<file path="config.mk">
export PLATFORM = sky130hd
export DESIGN_NAME = swd_ram
export DESIGN_NICKNAME = d
export VERILOG_FILES = /design/src/sv/assert_macros.svh /design/src/sv/swd_ram.sv
export SDC_FILE = /design/constraint.sdc
export NUM_CORES = 1
export LEC_CHECK = 0
export ABC_AREA = 1
export BUFFER_PORTS_ARGS = -buffer_cell sky130_fd_sc_hd__buf_4
export CELL_PAD_IN_SITES_DETAIL_PLACEMENT = 0
export CELL_PAD_IN_SITES_GLOBAL_PLACEMENT = 1
export CORE_MARGIN = 3
export CORE_UTILIZATION = 46
export CTS_BUF_LIST = sky130_fd_sc_hd__clkbuf_8
export DETAILED_ROUTE_END_ITERATION = 12
export GPL_TIMING_DRIVEN = 0
export PLACE_DENSITY_LB_ADDON = 0.05
export SLEW_MARGIN = 20
export SYNTH_ARGS = -nofsm -noshare
export SYNTH_HDL_FRONTEND = slang
export SYNTH_SLANG_ARGS = --single-unit
</file>
<file path="constraint.sdc">
create_clock -name aclk -period 2.39 [get_ports aclk]
set_input_delay 0.239 -clock aclk [delete_from_list [all_inputs] [get_ports aclk]]
set_output_delay 0.239 -clock aclk [all_outputs]
set_load 0.02 [all_outputs]
</file>
<file path="src/sv/assert_macros.svh">
// assertion macros used by the top rtl file of the window statistics block
// no dependencies; the checks drop out when SYNTHESIS is defined
`ifndef ASSERT_MACROS_SVH
`define ASSERT_MACROS_SVH

`ifndef SYNTHESIS

// check on every clock edge outside reset
`define SWD_ASSERT(label, clk, rst_n, prop, msg) \
    label: assert property (@(posedge clk) disable iff (!rst_n) prop) else $error(msg);

// check on every clock edge, reset included
`define SWD_ASSERT_ALWAYS(label, clk, prop, msg) \
    label: assert property (@(posedge clk) prop) else $error(msg);

`else

`define SWD_ASSERT(label, clk, rst_n, prop, msg)
`define SWD_ASSERT_ALWAYS(label, clk, prop, msg)

`endif

`endif

</file>
<file path="src/sv/swd_ram.sv">
// generic simple dual port ram, one write port and one registered read port
// no dependencies
`default_nettype none

module swd_ram #(
    parameter int WIDTH = 24,
    parameter int DEPTH = 16,
    localparam int ADDR_W = (DEPTH > 1) ? $clog2(DEPTH) : 1
) (
    input  wire logic              aclk,
    input  wire logic              wr_en,
    input  wire logic [ADDR_W-1:0] wr_addr,
    input  wire logic [WIDTH-1:0]  wr_data,
    input  wire logic              rd_en,
    input  wire logic [ADDR_W-1:0] rd_addr,
    output logic      [WIDTH-1:0]  rd_data
);

    logic [WIDTH-1:0] mem [DEPTH];

    // write port
    always_ff @(posedge aclk) begin
        if (wr_en) begin
            mem[wr_addr] <= wr_data;
        end
    end

    // registered read port
    always_ff @(posedge aclk) begin
        if (rd_en) begin
            rd_data <= mem[rd_addr];
        end
    end

endmodule

`default_nettype wire

</file>
==> results.yml <==
cells_and_area:
  final_nets: 1800
  final_util_pct: 54.8
  area.growth.synth_to_final_pct: 16.9
  drive_gt1_share_pct: 12.3
  fin_cells: 2275
sta:
  final_max_slew_viol_count: 0
  fin_skew_ns: 0.0259
  worst_slack_ns: 0.703
  tns_ns: 0
  slew_headroom_pct: 31.3
  fmax_mhz: 593
  post-route-min-period_ns: 1.69
  worst_pin_slew_ns: 1.03
  hold_ws_ns: 0.117
  setup_violations: 0
  fin_crit_sh_pct: 70.6
  finalHoldViolCount: 0
  rsz0062_at_grt: "false"
place:
  hpwl_um: 32000
  port_buffers: 56
  post-place-ws_ns: 0.153
  placed_cells: 2137
  gp_congestion: 0.831
synth:
  syn_avg_cell_area_um2: 10.8
  synth-warning-count: 0
  synth_area_leaders: "edfxtp_1, nand2_1, nand3_1"
  yosysTopAreaCellShare_pct: 71.3
  synth_fp_nets: 1632
  yosysSeqAreaShare_pct: 71.3
  synth.largest_area_cell: "edfxtp_1"
  syn_inst: 1597
  synth_seq_cells: 408
  syn_area_um2: 17200
  synth_cell_types: 11
die:
  fp-row-count: 70
  io_pins: 59
  die_area_um2: 39700
  die_x_um: 199
  core_area_um2: 36700
  start_util_pct: 46.8
  die_h_um: 199
clocking:
  cts_tree: "built"
  cts_setup_buffers: 0
  numCtsBuffers: 70
  htree_levels: 3
  clock_latency_ns: 0.60
  clockBufferDepth: 3
  clkTransAtPathRegs_ns: 0.05
  cts_root_buf: "clkbuf_8"
  clkSinkCount: 408
setup_path:
  slowest_delay_ns: 0.64
  cpMostUsedCell: "nand3_1"
  critPathKind: "input pin to flop"
  crit_chain: "buf_4 -> inv_1 -> buf_2 -> buf_1 -> nand3_1 -> nand3_1 -> nand2_1"
  required_ns: 2.70
  cpMaxStageDelayCell: "buf_1"
  cp.arrival_ns: 2.00
  critPathLaunchType: "input pin"
  crit_path_end_kind: "flop"
  cp_max_fo: 10
grt:
  antenna_found_initial: 0
  grt_max_degree: 25
  grt_usage_pct: 25.7
  grt_pass1_vias: 11200
  grt_pass1_wl_um: 72300
  grt_overflow_total: 0
detailed_routing:
  num_vias: 11600
  drc: 0
  via_per_inst: 5.10
  detail-route-antenna-nets: 0
  drtIter0Drc: 1042
  wirelength_um: 50000
  wl_per_cell_um: 22.0
  firstDrtPassIters: 5
worst_hold_path:
  min_path_type: "input pin to flop"
run_status:
  status: "completed"
power_and_ir_drop:
  ir_drop_uv: 445
  cellLeakagePower_nw: 8.65
  power_density_nw_per_um2: 734
job:
  max_cap_violations: 0
[placed cells by master, fill, tap and decap left out]
cell type,count
buf_1,8
buf_12,8
buf_16,8
buf_2,44
buf_4,70
clkbuf_1,12
clkbuf_8,73
clkinv_1,6
clkinv_2,2
diode_2,1
dlygate4sd3_1,24
edfxtp_1,408
inv_1,324
inv_2,2
nand2_1,509
nand3_1,289
nand3b_1,2
nor2_1,1
nor2_4,16
[registers in the layout (all words and copies together) (netlist names)]
| signal | flops |
|---|---|
| mem | 384 |
| rd_data | 24 |
[worst max-delay path: cells and delay by family]
kind,cells,cell delay [ns]
buffers and inverters,4,1.21
and+or+nand+nor,3,0.52
[logic make-up (layout without fill, tap and decap cells)]
| logic type | Yosys count | in the layout | share of synthesized area, % |
|---|---|---|---|
| buf+inv | 372 | 581 | 8.75 |
| flops | 408 | 408 | 71.3 |
| other cells | 0 | 1 | 0 |
| simple gates | 817 | 817 | 20.0 |
[layout make-up]
| type | instances | area, um^2 |
|---|---|---|
| fillers | 3190 | 16600 |
| flip-flops and latches | 408 | 12300 |
| multi-input cells | 817 | 3560 |
| inverters | 294 | 1100 |
| repair buffers | 96 | 1040 |
| clock buffers | 73 | 1000 |
| well taps | 468 | 586 |
| plain buffers | 78 | 400 |
| clock inverters | 40 | 153 |
| diodes | 1 | 2.50 |
[metrics by stage]
step | power (mW) | instance area, um^2
6_report | 14.7 | 20100
5_1_grt | 15.3 | 20100
4_1_cts | 14.9 | 20100
3_5_place_dp | 9.41 | 18700
3_3_place_gp | 9.36 | 18200
2_1_floorplan | 8.82 | 17200
[worst paths after layout]
path | from | to | slack [ns] | cells after the start
worst max-delay path | rd_addr[2] | rd_data[10]$_DFFE_PP_ | 0.70 | 7
worst min-delay path | rd_en | rd_data[17]$_DFFE_PP_ | 0.12 | 1
worst max register to register | mem[8][6]$_DFFE_PP_ | rd_data[6]$_DFFE_PP_ | 1.03 | 6
worst min register to register | mem[12][21]$_DFFE_PP_ | rd_data[21]$_DFFE_PP_ | 0.73 | 6
[where the power goes]
group / switching, mW / internal (mW)
clock: 2.67 / 2.78
combinational: 0.841 / 0.347
sequential: 0.0393 / 8.06
total: 3.55 / 11.2
[per-layer routing]
layer / vias to the layer above / share of wire [%] / global-route usage (%)
met1: 5580 / 43 / 35.9
met5: - / 0 / 0
met3: 106 / 7.1 / 4.08
met4: 0 / 3.1 / 9.94
met2: 411 / 47 / 40.7
li1: 5511 / - / -
[synthesized netlist by cell type]
master	instances
nand3b_1	2
edfxtp_1	408
buf_4	14
nand3_1	289
inv_2	2
buf_1	8
clkbuf_1	12
nor2_1	17
buf_2	44
nand2_1	509
inv_1	292
[timing repair]
item                                   in CTS  in global routing
endpoints found under the hold margin     380                  0
resized for setup                           0                  0
hold buffers                               24                  0
No activity file was read; power rests on OpenSTA's default activity.
