<file path="src/sv/assert_macros.svh">
// assertion macros used by the top rtl file of the window statistics block
// no dependencies; the checks drop out when SYNTHESIS is defined
`ifndef ASSERT_MACROS_SVH
`define ASSERT_MACROS_SVH

`ifndef SYNTHESIS

// check on every clock edge outside reset
`define SWD_ASSERT(label, clk, rst_n, prop, msg) \
    label: assert property (@(posedge clk) disable iff (!rst_n) prop) else $error(msg);

// check on every clock edge, reset included
`define SWD_ASSERT_ALWAYS(label, clk, prop, msg) \
    label: assert property (@(posedge clk) prop) else $error(msg);

`else

`define SWD_ASSERT(label, clk, rst_n, prop, msg)
`define SWD_ASSERT_ALWAYS(label, clk, prop, msg)

`endif

`endif

</file>
<file path="src/sv/swd_pkg.sv">
// shared constants and helpers for the sliding window mean / deviation block
// no dependencies
`default_nettype none

package swd_pkg;

    localparam int SAMPLE_W   = 24;
    localparam int STD_W      = 23;
    localparam int WINDOW_DEF = 16;

    // stream payload widths, padded to whole bytes
    localparam int S_TDATA_W  = 24;
    localparam int M_TDATA_W  = 48;

    localparam logic [STD_W-1:0] STD_MAX = 23'h7FFFFF;

    // round a width up to an even number of bits
    function automatic int even_w(input int w);
        return w + (w & 1);
    endfunction

endpackage

`default_nettype wire

</file>
<file path="src/sv/swd_div.sv">
// serial unsigned divider, two quotient bits per cycle (restoring)
// depends on swd_pkg
`default_nettype none

module swd_div #(
    parameter int DVD_W = 52,
    parameter int DVS_W = 5
) (
    input  wire logic             aclk,
    input  wire logic             aresetn,
    input  wire logic             start,
    input  wire logic [DVD_W-1:0] dividend,
    input  wire logic [DVS_W-1:0] divisor,
    output logic                  busy,
    output logic      [DVD_W-1:0] quotient
);

    import swd_pkg::*;

    localparam int DVE_W  = even_w(DVD_W);
    localparam int STEPS  = DVE_W / 2;
    localparam int STEP_W = $clog2(STEPS + 1);

    logic [DVE_W-1:0]  dvd_reg;
    logic [DVE_W-1:0]  quo_reg;
    logic [DVS_W-1:0]  rem_reg;
    logic [DVS_W-1:0]  dvs_reg;
    logic [STEP_W-1:0] step_reg;
    logic              busy_reg;

    logic [DVS_W:0]    r1;
    logic [DVS_W:0]    r2;
    logic [DVS_W-1:0]  r1_rem;
    logic [DVS_W-1:0]  rem_next;
    logic              ge1;
    logic              ge2;

    // two restoring steps per cycle on the narrow remainder
    always_comb begin
        r1       = {rem_reg, dvd_reg[DVE_W-1]};
        ge1      = (r1 >= {1'b0, dvs_reg});
        r1_rem   = ge1 ? DVS_W'(r1 - {1'b0, dvs_reg}) : r1[DVS_W-1:0];
        r2       = {r1_rem, dvd_reg[DVE_W-2]};
        ge2      = (r2 >= {1'b0, dvs_reg});
        rem_next = ge2 ? DVS_W'(r2 - {1'b0, dvs_reg}) : r2[DVS_W-1:0];
    end

    // iteration control and datapath
    always_ff @(posedge aclk) begin
        if (!aresetn) begin
            busy_reg <= 1'b0;
            step_reg <= '0;
        end else if (start) begin
            busy_reg <= 1'b1;
            step_reg <= '0;
            dvd_reg  <= DVE_W'(dividend);
            dvs_reg  <= divisor;
            rem_reg  <= '0;
        end else if (busy_reg) begin
            dvd_reg  <= {dvd_reg[DVE_W-3:0], 2'b00};
            quo_reg  <= {quo_reg[DVE_W-3:0], ge1, ge2};
            rem_reg  <= rem_next;
            step_reg <= step_reg + 1'b1;
            if (step_reg == STEP_W'(STEPS - 1)) begin
                busy_reg <= 1'b0;
            end
        end
    end

    assign busy     = busy_reg;
    assign quotient = quo_reg[DVD_W-1:0];

endmodule

`default_nettype wire

</file>
<file path="config.mk">
export PLATFORM = sky130hd
export DESIGN_NAME = swd_div
export DESIGN_NICKNAME = d
export VERILOG_FILES = /design/src/sv/assert_macros.svh /design/src/sv/swd_pkg.sv /design/src/sv/swd_div.sv
export SDC_FILE = /design/constraint.sdc
export NUM_CORES = 1
export LEC_CHECK = 0
export ABC_AREA = 1
export BUFFER_PORTS_ARGS = -buffer_cell sky130_fd_sc_hd__buf_2
export CAP_MARGIN = 10
export CORE_MARGIN = 1
export CORE_UTILIZATION = 54
export DETAILED_ROUTE_END_ITERATION = 7
export GPL_ROUTABILITY_DRIVEN = 0
export PLACE_DENSITY = 0.76
export SLEW_MARGIN = 20
export SYNTH_ARGS = -nofsm -noshare
export SYNTH_HDL_FRONTEND = slang
export SYNTH_SLANG_ARGS = --single-unit
</file>
<file path="constraint.sdc">
create_clock -name aclk -period 4.3 [get_ports aclk]
set_input_delay 0.645 -clock aclk [delete_from_list [all_inputs] [get_ports aclk]]
set_output_delay 0.645 -clock aclk [all_outputs]
set_load 0.05 [all_outputs]
</file>
==> flow_summary.ini, run 1 <==
[synthesis]
ys_types = 30
synth.avg_cell_area_um2 = 11.6
synth_fp_nets = 510
syn_inst = 436
yosysSeqAreaShare_pct = 70.3
ys_ff_latch = 120
netlist_area_um2 = 5040
yosys_warnings = 0

[sta]
finalSetupTns_ps = 0
finalClockSkew_ps = 6.99
finalSetupViolCount = 0
post-route-min-period_ps = 3080
fin_crit_sh_pct = 71.7
hold_viol_final = 0
rsz0062_at_grt = no
slew_viol_final = 0
whs_ps = 306
fmax_mhz = 324
tightest_slew_ps = 845
slew_headroom_pct = 43.6

[die]
fp.dieH_um = 98.6
die_w_um = 98.6
io_pins = 113
initial_core_util_pct = 56.7
die_area_um2 = 9720
rows = 34
coreArea_um2 = 8890

[worst_setup_path]
timing.rr.end = rem_reg[1]
reg2reg_slack_ps = 1220
r2r_cells = 19
cp-start-kind = register
setup.worst_path.end_class = register
worstPathArrival_ps = 3350
max_stage_delay_ps = 430
r2r_start = dvd_reg[51]
crit_chain = inv_1, ha_1, inv_1, fa_1, inv_1, nand2_1, nand3_4, inv_2, nor2_2, o21ai_2, fa_1, inv_1, nor2_1, nor2_2, nor2_2, nor2_4, nand3_4, nor2_1, nor2_2
required_ps = 4570
crit_slowest_cell = fa_1
crit_fanout = 7
critPathKind = reg2reg

[cts]
post_cts_buffers = 0
cts.clk_slew.worst_paths_ps = 60
cts-root-buf = clkbuf_8
post_cts_resized = 0
h-tree-depth = 4
cts_made_buffers = 17
cts_tree = yes
cts_sinks = 120
clk_path_buf_depth = 2
holdBufCountCts = 0
clock_latency_ps = 510

[min_path]
hold_depth = 1
worstHoldStart = divisor[2]
hold_class = in2reg
whs_endpoint = dvs_reg[2]

[cells_and_area]
final_cell_mix = nand2_1 (189), edfxtp_1 (114), buf_2 (112), inv_1 (30), clkbuf_16 (16)
final_layout_size_suffix_gt1_share_pct = 30.6
diodes = 0
fin_cells = 680
fillers = 606
syn2layout_area_growth_pct = 26.4
final_common_cell = nand2_1
fin_nets = 634
final_area_um2 = 6370

[detailed_routing]
totalWireLength_um = 9390
drc = 0
vias = 3422
drt_iter0_drc = 145
vias_per_cell = 5.03
ant_nets = 0
routedWlPerCell_um = 13.8
dr.pass1.iters = 4

[place]
dp_hpwl_um = 6190
postPlaceCellArea_um2 = 5730
place.port_buffers = 112
dpl.cell_count = 649

[global_routing]
grt_pass1_wl_um = 15600
antenna_found_initial = 0
grt_pass1_vias = 3303
grt_start_max_net_pins = 56
grt.total_usage_pct = 21.1
grt_remaining_overflow = 0

[outcome]
status = complete, no violations

[flow_run]
cap_violations = 0

[power_and_ir_drop]
p_leak_nw = 2.87
power_density_nw_per_um2 = 599
peakVddDrop_mv = 0.352
## Yosys cell counts, drive strengths merged
cell type	count	area [um2]
clkbuf	4	15.0
nand2	195	744
nand3b	1	7.51
a31oi	1	6.26
clkinvlp	1	7.51
nor3	4	20.0
nor3b	1	7.51
xnor2	1	8.76
buf	7	27.5
a21oi	4	20.0
nor2	20	108
nand3	19	138
nor4	1	6.26
xor2	3	26.3
o21bai	1	7.51
ha	12	150
dfxtp	6	120
a211oi	1	7.51
fa	2	40.0
o21ai	2	13.8
inv	36	135
edfxtp	114	3420
## cell families after synthesis
group / Yosys count / synth area share [%]
AOI/OAI and AO/OA: 9 / 1.09
xor gates and xnor gates: 4 / 0.695
adders and majority gates: 14 / 3.77
buffers and inverters: 48 / 3.67
DFF: 120 / 70.3
and+or+nand+nor: 241 / 20.5
## where the power goes
group / switching, W / internal, W
clock network: 0.000520 / 0.00100
logic: 0.000556 / 0.000300
registers: 0.0000417 / 0.00140
total: 0.00112 / 0.00270
## worst max-delay path by stage
stage / start / to / slack (ps) / cells after the start
after floorplan: start / quotient[0] / 620 / 3
after global placement: dvd_reg[51] / rem_reg[1] / 1340 / 19
after detailed placement: dvd_reg[51] / rem_reg[1] / 1240 / 19
after CTS: dvd_reg[51] / rem_reg[1] / 1220 / 19
after global routing: dvd_reg[51] / rem_reg[1] / 960 / 19
final: dvd_reg[51] / rem_reg[1] / 1220 / 19
## worst max-delay path, delay by kind of cell, from the launching register on
kind	cells	cell delay [ps]
compound gates	1	100
buf+inv	5	330
flops	1	380
fa+ha+maj	3	990
simple gates	10	1040
## metal layers
| layer | part of all wire [%] | wire length, um | global-route usage (%) |
|---|---|---|---|
| met1 | 45 | 4190 | 27.7 |
| met2 | 47 | 4450 | 33.3 |
| met3 | 6.4 | 604 | 6.31 |
| met4 | 1.6 | 150 | 8.61 |
| met5 | 0 | 0 | 0 |
## cell type report
| type | instances | area [um2] | area share [%] |
|---|---|---|---|
| clock inverters | 14 | 223 | 3.50 |
| repair buffers | 116 | 591 | 9.27 |
| clock buffers | 17 | 414 | 6.50 |
| multi-input cells | 268 | 1320 | 20.7 |
| inverters | 37 | 143 | 2.24 |
| flip-flops and latches | 120 | 3540 | 55.6 |
| well taps | 108 | 135 | 2.12 |
## metrics by stage
step	setup slack (ps)	total power (W)	utilization [%]
finish	1220	0.00382	71.6
global route	961	0.00400	71.6
CTS	1220	0.00384	71.6
detailed placement	1240	0.00231	64.5
global placement	1340	0.00227	64.5
floorplan	616	0.00213	-
No activity file was read; power rests on OpenSTA's default activity.
==> run 2, diff against run 1 <==
- clock period: 4.3 -> 2.88 ns (I/O delays scaled with it)
==> run 2 against run 1 <==
  * The run now ends with setup timing left
  * Highest routed layer unchanged
  * Clock power rose by 50%
  * Sequential cell count unchanged
  * Final cell count grew 2.2%
  * Die area is the same
  * Combinational power up 100%
  * Utilization rose by 2.5 points
  * Via count grew 3.6%
  * Setup slack got worse by 1300 ps
  * Sequential share of layout area fell by 1.9 points
  * Register-to-register slack got worse by 1300 ps
==> flow_summary.ini, run 2 (synthesis gave the netlist of run 1 again) <==
[worst_setup_path]
max_stage_delay_ps = 400
crit_chain = inv_1, ha_2, inv_2, fa_2, inv_2, nand2_2, nand3_4, inv_2, nor2_4, o21ai_4, fa_2, inv_2, nor2_2, nor2_4, nor2_4, nor2_4, nand3_4, nand2_2, nand2_2, nor2_2
crit_fanout = 7
crit_slowest_cell = fa_2
critPathKind = reg2reg
crit_buf_inv = 5
cp-start-kind = register
worstPathArrival_ps = 3390
setup.worst_path.end_class = register
required_ps = 3260
cp_top_family = simple AND/OR/NAND/NOR gates

[sta]
slew_headroom_pct = 41.9
whs_ps = 89.5
slew_viol_final = 0
finalSetupTns_ps = -600
fin_crit_sh_pct = 105
rsz0062_at_grt = yes
timing.final.ws_setup_ps = -131
finalSetupViolCount = 5
fmax_mhz = 332
post-route-min-period_ps = 3010
tightest_slew_ps = 871
finalClockSkew_ps = 13.7
hold_viol_final = 0

[place]
dp_hpwl_um = 6390
postPlaceCellArea_um2 = 5780
place.port_buffers = 112

[die]
initial_core_util_pct = 56.7
die_w_um = 98.6
coreArea_um2 = 8890
die_area_um2 = 9720
fp.dieH_um = 98.6
rows = 34
io_pins = 113

[outcome]
status = finished with violations
violations = setup timing

[cells_and_area]
final_layout_size_suffix_gt1_share_pct = 35.8
fin_nets = 648
diodes = 0
syn2layout_area_growth_pct = 30.8
final_area_um2 = 6590
final_common_cell = nand2_1
final_cell_mix = nand2_1 (184), edfxtp_1 (114), buf_2 (112), inv_1 (25)

[detailed_routing]
vias = 3544
drc = 0
routedWlPerCell_um = 14.6
ant_nets = 0
totalWireLength_um = 10100
vias_per_cell = 5.10
dr.pass1.iters = 4
drt_iter0_drc = 185

[global_routing]
use_met3_pct = 6.74
grt_pass1_wl_um = 16400
grt_remaining_overflow = 0
met1_usage_pct = 25.6
use_met2_pct = 39.3
busiest_layer = met2
grt.total_usage_pct = 22.4
grt_pass1_vias = 3514
grt_start_max_net_pins = 56
antenna_found_initial = 0

[cts]
cts.clk_slew.worst_paths_ps = 60
cts_tree = yes
h-tree-depth = 4
clock_latency_ps = 520
cts_sinks = 120
clk_path_buf_depth = 2
cts-root-buf = clkbuf_8
cts_made_buffers = 17

[flow_run]
cap_violations = 0

[min_path]
hold_class = in2reg

[power_and_ir_drop]
peakVddDrop_mv = 0.461
power_density_nw_per_um2 = 933
p_leak_nw = 2.95
-- run 2: stage by stage --
step / util (%) / cells / total power [W] / worst slack (ps)
global route: 74.1 / 695 / 0.00642 / -307
detailed placement: 65.0 / 654 / 0.00355 / -176
floorplan: - / 436 / 0.00319 / 34.7
global placement: 65.0 / 654 / 0.00348 / -24.3
CTS: 73.0 / 688 / 0.00594 / -9.49
finish: 74.1 / 695 / 0.00615 / -131
-- run 2: final cells by class --
| class | count | area (um2) |
|---|---|---|
| clock inverters | 14 | 221 |
| repair buffers | 130 | 712 |
| flip-flops and latches | 120 | 3540 |
| fillers | 573 | 2300 |
| well taps | 108 | 135 |
| clock buffers | 18 | 418 |
| inverters | 37 | 143 |
| multi-input cells | 268 | 1420 |
-- run 2: per-layer routing --
metal / up-vias / wire [um]
met5: - / 0
met4: 0 / 174
met3: 16 / 584
met2: 121 / 5080
met1: 1684 / 4290
li1: 1723 / -
-- run 2: final timing paths --
path | startpoint | endpoint | slack (ps) | cells past startpoint
worst max-delay path | dvd_reg[51] | rem_reg[1] | -130 | 20
worst max register to register | dvd_reg[51] | rem_reg[1] | -130 | 20
worst min-delay path | divisor[3] | dvs_reg[3] | 90 | 1
worst min register to register | quotient[37] | quotient[39] | 440 | 0
-- run 2: repair_timing --
item / 4_1_cts / 5_1_grt
gates cloned: 0 / 0
buffers inserted: 2 / 7
pin swaps: 3 / 15
hold endpoints to repair: 0 / 0
hold buffers: 0 / 0
endpoints found under the setup margin: 6 / 6
gates resized for setup: 10 / 18
-- run 2: power breakdown --
group          leakage (nW)  switching (W)  internal [W]
clock network         0.304       0.000784       0.00150
logic                  1.51        0.00102      0.000692
registers              1.13      0.0000623       0.00209
total                  2.95        0.00187       0.00428
