--- config.mk ---
export PLATFORM = sky130hd
export DESIGN_NAME = swd_isqrt
export DESIGN_NICKNAME = d
export VERILOG_FILES = /design/src/sv/assert_macros.svh /design/src/sv/swd_pkg.sv /design/src/sv/swd_isqrt.sv
export SDC_FILE = /design/constraint.sdc
export NUM_CORES = 1
export LEC_CHECK = 0
export BUFFER_PORTS_ARGS = -buffer_cell sky130_fd_sc_hd__buf_4
export CAP_MARGIN = 20
export CORE_AREA = 2 2 181 183
export CTS_CLUSTER_SIZE = 10
export DETAILED_ROUTE_END_ITERATION = 12
export DIE_AREA = 0 0 183 185
export MAX_ROUTING_LAYER = met4
export SYNTH_ARGS = -nofsm -noshare
export SYNTH_HDL_FRONTEND = slang
export SYNTH_SLANG_ARGS = --single-unit
--- constraint.sdc ---
create_clock -name aclk -period 17.65 [get_ports aclk]
set_input_delay 1.765 -clock aclk [delete_from_list [all_inputs] [get_ports aclk]]
set_output_delay 1.765 -clock aclk [all_outputs]
set_load 0.01 [all_outputs]
--- src/sv/assert_macros.svh ---
// assertion macros used by the top rtl file of the window statistics block
// no dependencies; the checks drop out when SYNTHESIS is defined
`ifndef ASSERT_MACROS_SVH
`define ASSERT_MACROS_SVH

`ifndef SYNTHESIS

// check on every clock edge outside reset
`define SWD_ASSERT(label, clk, rst_n, prop, msg) \
    label: assert property (@(posedge clk) disable iff (!rst_n) prop) else $error(msg);

// check on every clock edge, reset included
`define SWD_ASSERT_ALWAYS(label, clk, prop, msg) \
    label: assert property (@(posedge clk) prop) else $error(msg);

`else

`define SWD_ASSERT(label, clk, rst_n, prop, msg)
`define SWD_ASSERT_ALWAYS(label, clk, prop, msg)

`endif

`endif

--- src/sv/swd_pkg.sv ---
// shared constants and helpers for the sliding window mean / deviation block
// no dependencies
`default_nettype none

package swd_pkg;

    localparam int SAMPLE_W   = 24;
    localparam int STD_W      = 23;
    localparam int WINDOW_DEF = 16;

    // stream payload widths, padded to whole bytes
    localparam int S_TDATA_W  = 24;
    localparam int M_TDATA_W  = 48;

    localparam logic [STD_W-1:0] STD_MAX = 23'h7FFFFF;

    // round a width up to an even number of bits
    function automatic int even_w(input int w);
        return w + (w & 1);
    endfunction

endpackage

`default_nettype wire

--- src/sv/swd_isqrt.sv ---
// serial floor square root, one result bit per cycle
// depends on swd_pkg
`default_nettype none

module swd_isqrt #(
    parameter int OP_W = 52,
    localparam int ROOT_W = swd_pkg::even_w(OP_W) / 2
) (
    input  wire logic              aclk,
    input  wire logic              aresetn,
    input  wire logic              start,
    input  wire logic [OP_W-1:0]   operand,
    output logic                   busy,
    output logic      [ROOT_W-1:0] root
);

    import swd_pkg::*;

    localparam int OPE_W  = even_w(OP_W);
    localparam int STEPS  = OPE_W / 2;
    localparam int STEP_W = $clog2(STEPS + 1);

    logic [OPE_W-1:0]  v_reg;
    logic [OPE_W-1:0]  res_reg;
    logic [OPE_W-1:0]  bit_reg;
    logic [STEP_W-1:0] step_reg;
    logic              busy_reg;

    logic [OPE_W-1:0]  trial;
    logic              ge;

    // one trial subtract per cycle
    always_comb begin
        trial = res_reg + bit_reg;
        ge    = (v_reg >= trial);
    end

    always_ff @(posedge aclk) begin
        if (!aresetn) begin
            busy_reg <= 1'b0;
            step_reg <= '0;
        end else if (start) begin
            busy_reg <= 1'b1;
            step_reg <= '0;
            v_reg    <= OPE_W'(operand);
            res_reg  <= '0;
            bit_reg  <= {2'b01, {(OPE_W-2){1'b0}}};
        end else if (busy_reg) begin
            if (ge) begin
                v_reg   <= v_reg - trial;
                res_reg <= (res_reg >> 1) + bit_reg;
            end else begin
                res_reg <= res_reg >> 1;
            end
            bit_reg  <= bit_reg >> 2;
            step_reg <= step_reg + 1'b1;
            if (step_reg == STEP_W'(STEPS - 1)) begin
                busy_reg <= 1'b0;
            end
        end
    end

    assign busy = busy_reg;
    assign root = res_reg[ROOT_W-1:0];

endmodule

`default_nettype wire

==> results.ini, run 1 <==
[sta]
setup_viol=0
slew_headroom=0.3161
rsz0062_at_grt=false
maxSlewViolCount=0
finalHoldViolCount=0
finalSetupTns_ns=0
fin_worst_skew_ns=0.01083
min_period_ns=6.764
fin_ws_ns=10.89
worstMarginPinSlew_ns=1.026
fmax_ghz=0.1478
period_share=0.3832

[global_routing]
antenna_found_initial=0
grt_pass1_vias=10130
grt_util_all_layers=0.2050
grt_overflow=0
grt_max_degree=116
grt_pass1_wl_mm=53.65

[critical_path]
critPathBufInv=2
r2r_cells=20
worst_path_max_delay_cell=a221oi_1
end_kind=flip-flop
path_class=flip-flop to flip-flop
worstPathMaxFanout=52
critical_path.cell_chain=ha_1, ha_1, a21o_1, a31o_2, a211oi_1, nor2_1, a21o_1, a221oi_1, o21ai_0, xnor2_1, ha_1, nand2_1, nor2_1, nand4_1, a211oi_4, or2_2, buf_12, nor2_1, nor2_4, buf_4
critPathMaxStageDelay_ns=0.70
cp.arrival_ns=6.83
cp_top_family=compound AO/OA/AOI/OAI gates
required_ns=17.71
worstSetupPathDepth=20
start_kind=flip-flop

[clock_tree]
cts_setup_buffers=0
cts_buffer_depth=2
htree_num_levels=4
cts_buffers=17
cts_root_buf=clkbuf_16
cts.clk_slew.worst_paths_ns=0.06
worstSkewPairLatency_ns=0.44
clock_sink_count=136
tritoncts=built
cts_hold_buf=0
cts_resized=0

[pwr]
p_leak_uw=0.005273
p_switching_uw=610.7
internal_power_uw=922.8
p_per_area_mw_per_mm2=110.7
comb_power_share=0.458
pwr-share-seq=0.296
p_clk_frac=0.246
p_sw_frac=0.3982
ir_worst_vdd_mv=0.07140

[placed_design]
gp_congestion=0.9177
place_ws_ns=10.59
io_buffer_count=81
dp_cells=1861
dpl-instance-area_mm2=0.01323
place_hpwl_mm=25.11

[logic_synthesis]
ys_seq_area_frac=0.3204
synth_edf_count=130
netlist_instances=1459
synth_warnings=0
synth_ff_type=edfxtp_1
synth_most_common_cell=nand2_1
synth_top_area_frac=0.3109
async_flop_share=0
ys_ff_latch=136
synth_top_area_cell=edfxtp_1
synth_area_leaders=edfxtp_1 (31%), ha_1 (11%), nand2_1 (5.0%)
synth_common_cells=nand2_1 (166), edfxtp_1 (130), o21ai_0 (124)
synthesis.nets=1623
syn_area_mm2=0.01256
ys_types=70
syn_avg_cell_area_um2=8.607

[floorplanning]
core_mm2=0.03204
die_height_um=185
num_rows=66
dieWidth_um=183
ios=82
dieArea_mm2=0.03386
initial_core_util=0.3919

[final_layout]
antenna_cells=0
drive_above_1_share=0.1023
areaGrowthSynthToFinish_pct=10.29
nNetsFinal=1637
final_area_mm2=0.01385
finalNonFillerCells=1894

[worst_hold_path]
min_path_cells=1
hold_class=flip-flop to flip-flop

[routing]
drt_iter0_drc=960
via_per_inst=5.740
wl_per_cell_um=17.77
num_vias=10870
wl_mm=33.65
firstDrtPassIters=5
drc=0
ant_nets=0

[run_status]
status=complete, no violations

[flow_run]
cap_violations=0

==> final cells by class <==
type,count,area [um2]
inverters,30,112.6
multi-input cells,1203,7949
clock buffers,20,446.7
flip-flops and latches,136,4024
fillers,3213,18190
well taps,408,510.5
clock inverters,12,152.6
repair buffers,85,654.4
==> cell families (layout without fill, tap and decap cells) <==
logic type / Yosys count / count (layout) / synth area share
mux: 13 / 13 / 0.01136
xor+xnor: 130 / 130 / 0.09067
simple gates: 489 / 489 / 0.1853
fa+ha+maj: 109 / 109 / 0.1092
buf+inv: 120 / 147 / 0.04713
compound gates: 462 / 462 / 0.2359
flops: 136 / 136 / 0.3204
==> power groups by stage <==
| stage | Clock [uW] | Combinational, uW | Sequential [uW] |
|---|---|---|---|
| 6_report | 377 | 703 | 454 |
| 5_1_grt | 395 | 786 | 459 |
| 3_5_place_dp | 0 | 692 | 458 |
| 3_3_place_gp | 0 | 687 | 459 |
| 2_1_floorplan | 0 | 554 | 440 |
| 4_1_cts | 382 | 696 | 453 |
==> metrics by stage <==
step / hold WS (ns) / util / total power [uW]
after detailed placement: 0.4568 / 0.4129 / 1151
after CTS: 0.4608 / 0.4316 / 1532
after global placement: 0.4464 / 0.4129 / 1145
after floorplan: 0.4294 / - / 994.2
final: 0.4601 / 0.4322 / 1534
after global routing: 0.5014 / 0.4322 / 1640
==> worst paths after layout <==
path / endpoint / startpoint / slack [ns]
max: v_reg[16] / res_reg[0] / 10.89
max reg2reg: v_reg[16] / res_reg[0] / 10.89
min reg2reg: busy / step_reg[4] / 0.46
min: busy / step_reg[4] / 0.46
==> routing by layer <==
layer | track usage | share of wire
met4 | 0.06176 | 0.023
met5 | - | 0
met1 | 0.2917 | 0.50
met3 | 0.02753 | 0.048
met2 | 0.3029 | 0.43
==> layout by cell type, fill, tap and decap left out, types with 16 or more instances in the layout <==
cell	synthesis	routed
a211oi_1	28	28
a21o_1	42	42
a21oi_1	104	104
a31oi_1	44	44
buf_4	28	83
clkbuf_16	0	17
edfxtp_1	130	130
ha_1	108	108
inv_1	30	29
nand2_1	166	166
nand2b_1	16	16
nand3_1	22	22
nand4_1	35	35
nor2_1	118	117
nor2b_1	47	47
nor3_1	21	21
o21ai_0	124	124
o21bai_1	27	27
or3_1	16	16
xnor2_1	63	63
xor2_1	67	67
Note: power is estimated with default switching activity, not from simulation.
==> inputs of run 2 (changes only) <==
clock period = 5.9 ns   (was 17.65 ns; I/O delays follow)
==> run 2 against run 1 <==
Wire length is 2.2% higher. Final cell count is 2.4% higher. Non-clock buffer count is 44 higher. Worst hold slack worse by 0.033 ns. Clock skew is 0.00080 ns higher. Critical path type unchanged. Critical endpoint is now res_reg[17]. Largest power group unchanged.
==> results.ini, run 2 (synthesized netlist as in run 1, its figures left out) <==
[worst_hold_path]
worstHoldStart=operand[49]  ; was step_reg[4]
min_path_cells=3  ; was 1
min_to=v_reg[49]  ; was busy
hold_class=input port to flip-flop  ; was flip-flop to flip-flop

[clock_tree]
clock_sink_count=136  ; unchanged
cts_buffers=17  ; unchanged
cts_buffer_depth=2  ; unchanged
htree_num_levels=4  ; unchanged
worstSkewPairLatency_ns=0.44  ; about the same
cts_setup_buffers=0  ; unchanged
cts_root_buf=clkbuf_16  ; unchanged
tritoncts=built  ; unchanged
cts_hold_buf=0  ; unchanged
cts.clk_slew.worst_paths_ns=0.07  ; was 0.06 ns

[sta]
fin_worst_skew_ns=0.01164  ; was 0.01083 ns
worstMarginPinSlew_ns=0.8978  ; was 1.026 ns
period_share=0.9630  ; was 0.3832
holdWs_ns=0.4271  ; was 0.4601 ns
slew_headroom=0.4015  ; was 0.3161
rsz0062_at_grt=true  ; was false
setup_viol=0  ; unchanged
maxSlewViolCount=0  ; unchanged
fmax_ghz=0.1760  ; was 0.1478 GHz
min_period_ns=5.682  ; was 6.764 ns
finalHoldViolCount=0  ; unchanged

[pwr]
p_per_area_mw_per_mm2=326.0  ; was 110.7 mW/mm2
ir_worst_vdd_mv=0.2294  ; was 0.07140 mV
p_leak_uw=0.005491  ; was 0.005273 uW

[global_routing]
grt_pass1_wl_mm=53.76  ; was 53.65 mm
grt_max_degree=99  ; was 116
grt_overflow=0  ; unchanged
antenna_found_initial=0  ; unchanged
grt_util_all_layers=0.2063  ; was 0.2050
grt_pass1_vias=10070  ; was 10,130

[floorplanning]
core_mm2=0.03204  ; unchanged
dieArea_mm2=0.03386  ; unchanged
dieWidth_um=183  ; unchanged
die_height_um=185  ; unchanged
ios=82  ; unchanged
num_rows=66  ; unchanged
initial_core_util=0.3919  ; unchanged

[routing]
drt_iter0_drc=971  ; was 960
via_per_inst=5.664  ; was 5.740
ant_nets=0  ; unchanged
firstDrtPassIters=5  ; unchanged
wl_per_cell_um=17.74  ; was 17.77 um
num_vias=10980  ; was 10,870
wl_mm=34.40  ; was 33.65 mm
drc=0  ; unchanged

[placed_design]
place_hpwl_mm=26.31  ; was 25.11 mm
io_buffer_count=81  ; unchanged
gp_congestion=0.8997  ; was 0.9177
dpl-instance-area_mm2=0.01358  ; was 0.01323 mm2

[critical_path]
start_kind=flip-flop  ; unchanged
worstPathMaxFanout=49  ; was 52
r2r_start=res_reg[2]  ; was res_reg[0]
timing.rr.end=res_reg[17]  ; was v_reg[16]
required_ns=6.09  ; was 17.71 ns
cp.arrival_ns=5.87  ; was 6.83 ns
rrSetupSlack_ns=0.22  ; was 10.89 ns
path_class=flip-flop to flip-flop  ; unchanged
end_kind=flip-flop  ; unchanged
r2r_cells=21  ; was 20

[final_layout]
drive_above_1_share=0.1326  ; was 0.1023
antenna_cells=0  ; unchanged
areaGrowthSynthToFinish_pct=13.10  ; was 10.29%
final_area_mm2=0.01420  ; was 0.01385 mm2
nNetsFinal=1682  ; was 1,637
final_cell_mix=nand2_1 (166), edfxtp_1 (130), buf_4 (126)  ; was nand2_1 (166), edfxtp_1 (130), o21ai_0 (124)
mostFrequentLayoutCell=nand2_1  ; unchanged
fin_util=0.4433  ; was 0.4322

[run_status]
status=complete, no violations  ; unchanged

[flow_run]
cap_violations=0  ; unchanged

[run 2: how the worst max path moves through the flow]
stage	startpoint	endpoint	slack, ns	cells past startpoint
2_1_floorplan	res_reg[0]	v_reg[0]	0.13	23
3_3_place_gp	res_reg[0]	res_reg[17]	0.12	22
3_5_place_dp	res_reg[0]	res_reg[17]	0.03	22
4_1_cts	res_reg[2]	res_reg[17]	0.02	21
5_1_grt	res_reg[2]	v_reg[17]	-0.005	19
6_report	res_reg[2]	res_reg[17]	0.22	21
[run 2: through the flow]
step / setup TNS (ns) / power (uW) / cells / setup slack (ns)
5_1_grt: -0.02656 / 4938 / 1939 / -0.005195
2_1_floorplan: 0 / 2974 / 1459 / 0.1314
6_report: 0 / 4631 / 1939 / 0.2182
3_5_place_dp: 0 / 3538 / 1906 / 0.02607
3_3_place_gp: 0 / 3527 / 1906 / 0.1160
4_1_cts: 0 / 4619 / 1938 / 0.02153
[run 2: cell type report]
class,count,area (um2)
clock buffers,18,429.2
clock inverters,14,148.9
fillers,3149,17840
inverters,30,112.6
multi-input cells,1204,7989
flip-flops and latches,136,4024
well taps,408,510.5
repair buffers,129,988.4
[run 2: critical path, stage by stage, from the launching register on]
cell and delay (ns):
edfxtp_1 0.47, ha_1 0.38, a31oi_1 0.25, o21bai_1 0.14, a21oi_2 0.21, nor2_1 0.09, a31o_2 0.30, a211oi_2 0.27
buf_4 0.16, nor2_1 0.05, xnor2_1 0.22, ha_1 0.36, a21o_1 0.21, a21o_1 0.16, a21oi_1 0.13, o31ai_1 0.10
a221o_1 0.34, a311o_4 0.46, or2_2 0.34, buf_6 0.24, o21ai_0 0.14, mux2_2 0.35
[run 2: layer usage]
layer	GRT usage	vias up	part of all wire
li1	-	5500	-
met1	0.3025	5184	0.52
met2	0.2992	281	0.42
met3	0.03008	18	0.044
met4	0.04640	0	0.011
met5	-	-	0
[run 2: where the power goes]
| group | internal (uW) | switching, uW | total [uW] |
|---|---|---|---|
| Sequential | 1230 | 102 | 1340 |
| Combinational | 915 | 1300 | 2220 |
| Clock | 624 | 453 | 1080 |
[run 2: repair_timing]
item,CTS,global route
pin swaps,0,1
cloned,0,1
resized for setup,1,8
endpoints found under the setup margin,1,69
==> inputs of run 3 (changes only) <==
--- a/config.mk
+++ b/config.mk
@@ -8,8 +8,8 @@
 export BUFFER_PORTS_ARGS = -buffer_cell sky130_fd_sc_hd__buf_4
 export CAP_MARGIN = 20
-export CORE_AREA = 2 2 181 183
+export CORE_AREA = 4 4 183 185
 export CTS_CLUSTER_SIZE = 10
 export DETAILED_ROUTE_END_ITERATION = 12
-export DIE_AREA = 0 0 183 185
+export DIE_AREA = 0 0 187 189
 export MAX_ROUTING_LAYER = met4
 export SYNTH_ARGS = -nofsm -noshare
==> constraint.sdc (replaced) <==
create_clock -name aclk -period 5.9 [get_ports aclk]
set_input_delay 1.18 -clock aclk [delete_from_list [all_inputs] [get_ports aclk]]
set_output_delay 1.18 -clock aclk [all_outputs]
set_load 0.01 [all_outputs]
==> run 3 against run 2 <==
Final cell count down 0.41%. First-iteration DRC count down 11%. Count of clock-buffer cells in the layout unchanged. Total power down 1.1%. Setup slack better by 0.067 ns. Critical endpoint unchanged. Sequential power about the same. Highest routed layer unchanged. Global-route usage down 1.0 points. Critical path type unchanged.
==> results.ini, run 3 (synthesized netlist as in run 1, its figures left out) <==
[routing]
num_vias=10950  ; was 10,980
wl_per_cell_um=17.74  ; about the same
firstDrtPassIters=7  ; was 5
drc=0  ; unchanged
ant_nets=0  ; unchanged
via_per_inst=5.670  ; was 5.664
wl_mm=34.25  ; was 34.40 mm
drt_iter0_drc=860  ; was 971

[sta]
min_period_ns=5.615  ; was 5.682 ns
period_share=0.9517  ; was 0.9630
fin_worst_skew_ns=0.01322  ; was 0.01164 ns
finalSetupTns_ns=0  ; unchanged
maxSlewViolCount=0  ; unchanged
fmax_ghz=0.1781  ; was 0.1760 GHz
setup_viol=0  ; unchanged
rsz0062_at_grt=false  ; was true
fin_ws_ns=0.2851  ; was 0.2182 ns
worstMarginPinSlew_ns=1.247  ; was 0.8978 ns
holdWs_ns=0.4590  ; was 0.4271 ns
finalHoldViolCount=0  ; unchanged
slew_headroom=0.1602  ; was 0.4015

[clock_tree]
htree_num_levels=4  ; unchanged
worstSkewPairLatency_ns=0.45  ; was 0.44 ns
cts_root_buf=clkbuf_16  ; unchanged
cts_buffer_depth=2  ; unchanged
tritoncts=built  ; unchanged
cts_setup_buffers=0  ; unchanged
cts_buffers=17  ; unchanged
cts_hold_buf=0  ; unchanged
cts_resized=0  ; was 1
clock_sink_count=136  ; unchanged
cts.clk_slew.worst_paths_ns=0.06  ; was 0.07 ns

[worst_hold_path]
hold_class=flip-flop to flip-flop  ; was input port to flip-flop
worstHoldStart=step_reg[4]  ; was operand[49]

[pwr]
p_per_area_mw_per_mm2=324.2  ; was 326.0 mW/mm2
p_leak_uw=0.005435  ; was 0.005491 uW
ir_worst_vdd_mv=0.1914  ; was 0.2294 mV

[final_layout]
areaGrowthSynthToFinish_pct=12.47  ; was 13.10%
antenna_cells=0  ; unchanged
drive_above_1_share=0.1287  ; was 0.1326
finalNonFillerCells=1931  ; was 1,939
multi_input_area_mm2=0.007981  ; was 0.007989 mm2
regArea_mm2=0.004024  ; unchanged
fillerInstances=3197  ; was 3,149
nNetsFinal=1674  ; was 1,682
final_cell_mix=nand2_1 (166), edfxtp_1 (130), o21ai_0 (123)  ; was nand2_1 (166), edfxtp_1 (130), buf_4 (126)
mostFrequentLayoutCell=nand2_1  ; unchanged

[placed_design]
place_hpwl_mm=26.08  ; was 26.31 mm
place_ws_ns=0.1207  ; was 0.02607 ns
gp_congestion=0.9030  ; was 0.8997
dp_cells=1897  ; was 1,906
io_buffer_count=81  ; unchanged

[critical_path]
end_kind=flip-flop  ; unchanged
worstPathMaxFanout=49  ; unchanged
path_class=flip-flop to flip-flop  ; unchanged
start_kind=flip-flop  ; unchanged
critPathLaunch=bit_reg[0]  ; was res_reg[2]
cp.arrival_ns=5.81  ; was 5.87 ns
r2r_start=bit_reg[0]  ; was res_reg[2]
required_ns=6.09  ; about the same

[floorplanning]
initial_core_util=0.3919  ; unchanged
die_height_um=189  ; was 185 um
num_rows=66  ; unchanged
core_mm2=0.03204  ; unchanged
dieWidth_um=187  ; was 183 um
dieArea_mm2=0.03534  ; was 0.03386 mm2
ios=82  ; unchanged

[global_routing]
grt_util_all_layers=0.1961  ; was 0.2063
grt_max_degree=113  ; was 99
grt_pass1_vias=10320  ; was 10,070
antenna_found_initial=0  ; unchanged
grt_overflow=0  ; unchanged
grt_pass1_wl_mm=55.37  ; was 53.76 mm

[flow_run]
cap_violations=0  ; unchanged

[run_status]
status=complete, no violations  ; unchanged

-- run 3: cell types whose count changed in the layout (fill, tap and decap cells not counted), sizes merged --
cell and change:
bufinv -1, inv +1, clkinvlp +4, clkinv -4
buf -8
-- run 3: power by group --
part / switching (uW) / internal, uW / total (uW)
clock: 469 / 581 / 1050
combinational: 1290 / 903 / 2190
sequential: 105 / 1230 / 1340
-- run 3: routing by layer --
layer,vias to the layer above,GRT usage,share of wire
met5,-,-,0
li1,5502,-,-
met4,0,0.04778,0.013
met2,231,0.2884,0.43
met3,31,0.02526,0.041
met1,5185,0.2878,0.51
-- run 3: worst max-delay path, cell delays in order (launching register included) --
cell and delay [ns]:
edfxtp_1 0.42, ha_1 0.22, ha_1 0.21, a21o_1 0.19, a31o_2 0.29, a211oi_2 0.27
nor2_1 0.13, a21o_1 0.20, a221oi_1 0.26, buf_4 0.20, nor2_1 0.05, nor2_1 0.13
xor2_1 0.27, ha_1 0.31, a21o_1 0.16, a21oi_1 0.14, o31ai_1 0.12, a221o_1 0.34
a311o_4 0.39, or2_2 0.34, buf_6 0.24, o21ai_0 0.14, mux2_2 0.35
-- run 3: worst paths after layout --
kind / endpoint / slack, ns / depth (start not counted)
hold / removal: busy / 0.46 / 1
setup / recovery: res_reg[17] / 0.29 / 22
hold reg to reg: busy / 0.46 / 1
setup reg to reg: res_reg[17] / 0.29 / 22
-- run 3: cell type report --
class	count	share of cell area
Timing Repair Buffer	121	0.06662
Clock inverter	14	0.008859
Clock buffer	18	0.03039
Multi-Input combinational cell	1204	0.5651
Sequential cell	136	0.2849
Inverter	30	0.007973
Tap cell	408	0.03614
-- run 3: through the flow --
step | util | total power (uW) | area [um2]
finish | 0.4408 | 4578 | 14120
global route | 0.4408 | 4908 | 14120
CTS | 0.4390 | 4569 | 14070
detailed placement | 0.4217 | 3511 | 13510
global placement | 0.4217 | 3494 | 13510
floorplan | - | 2974 | 12560
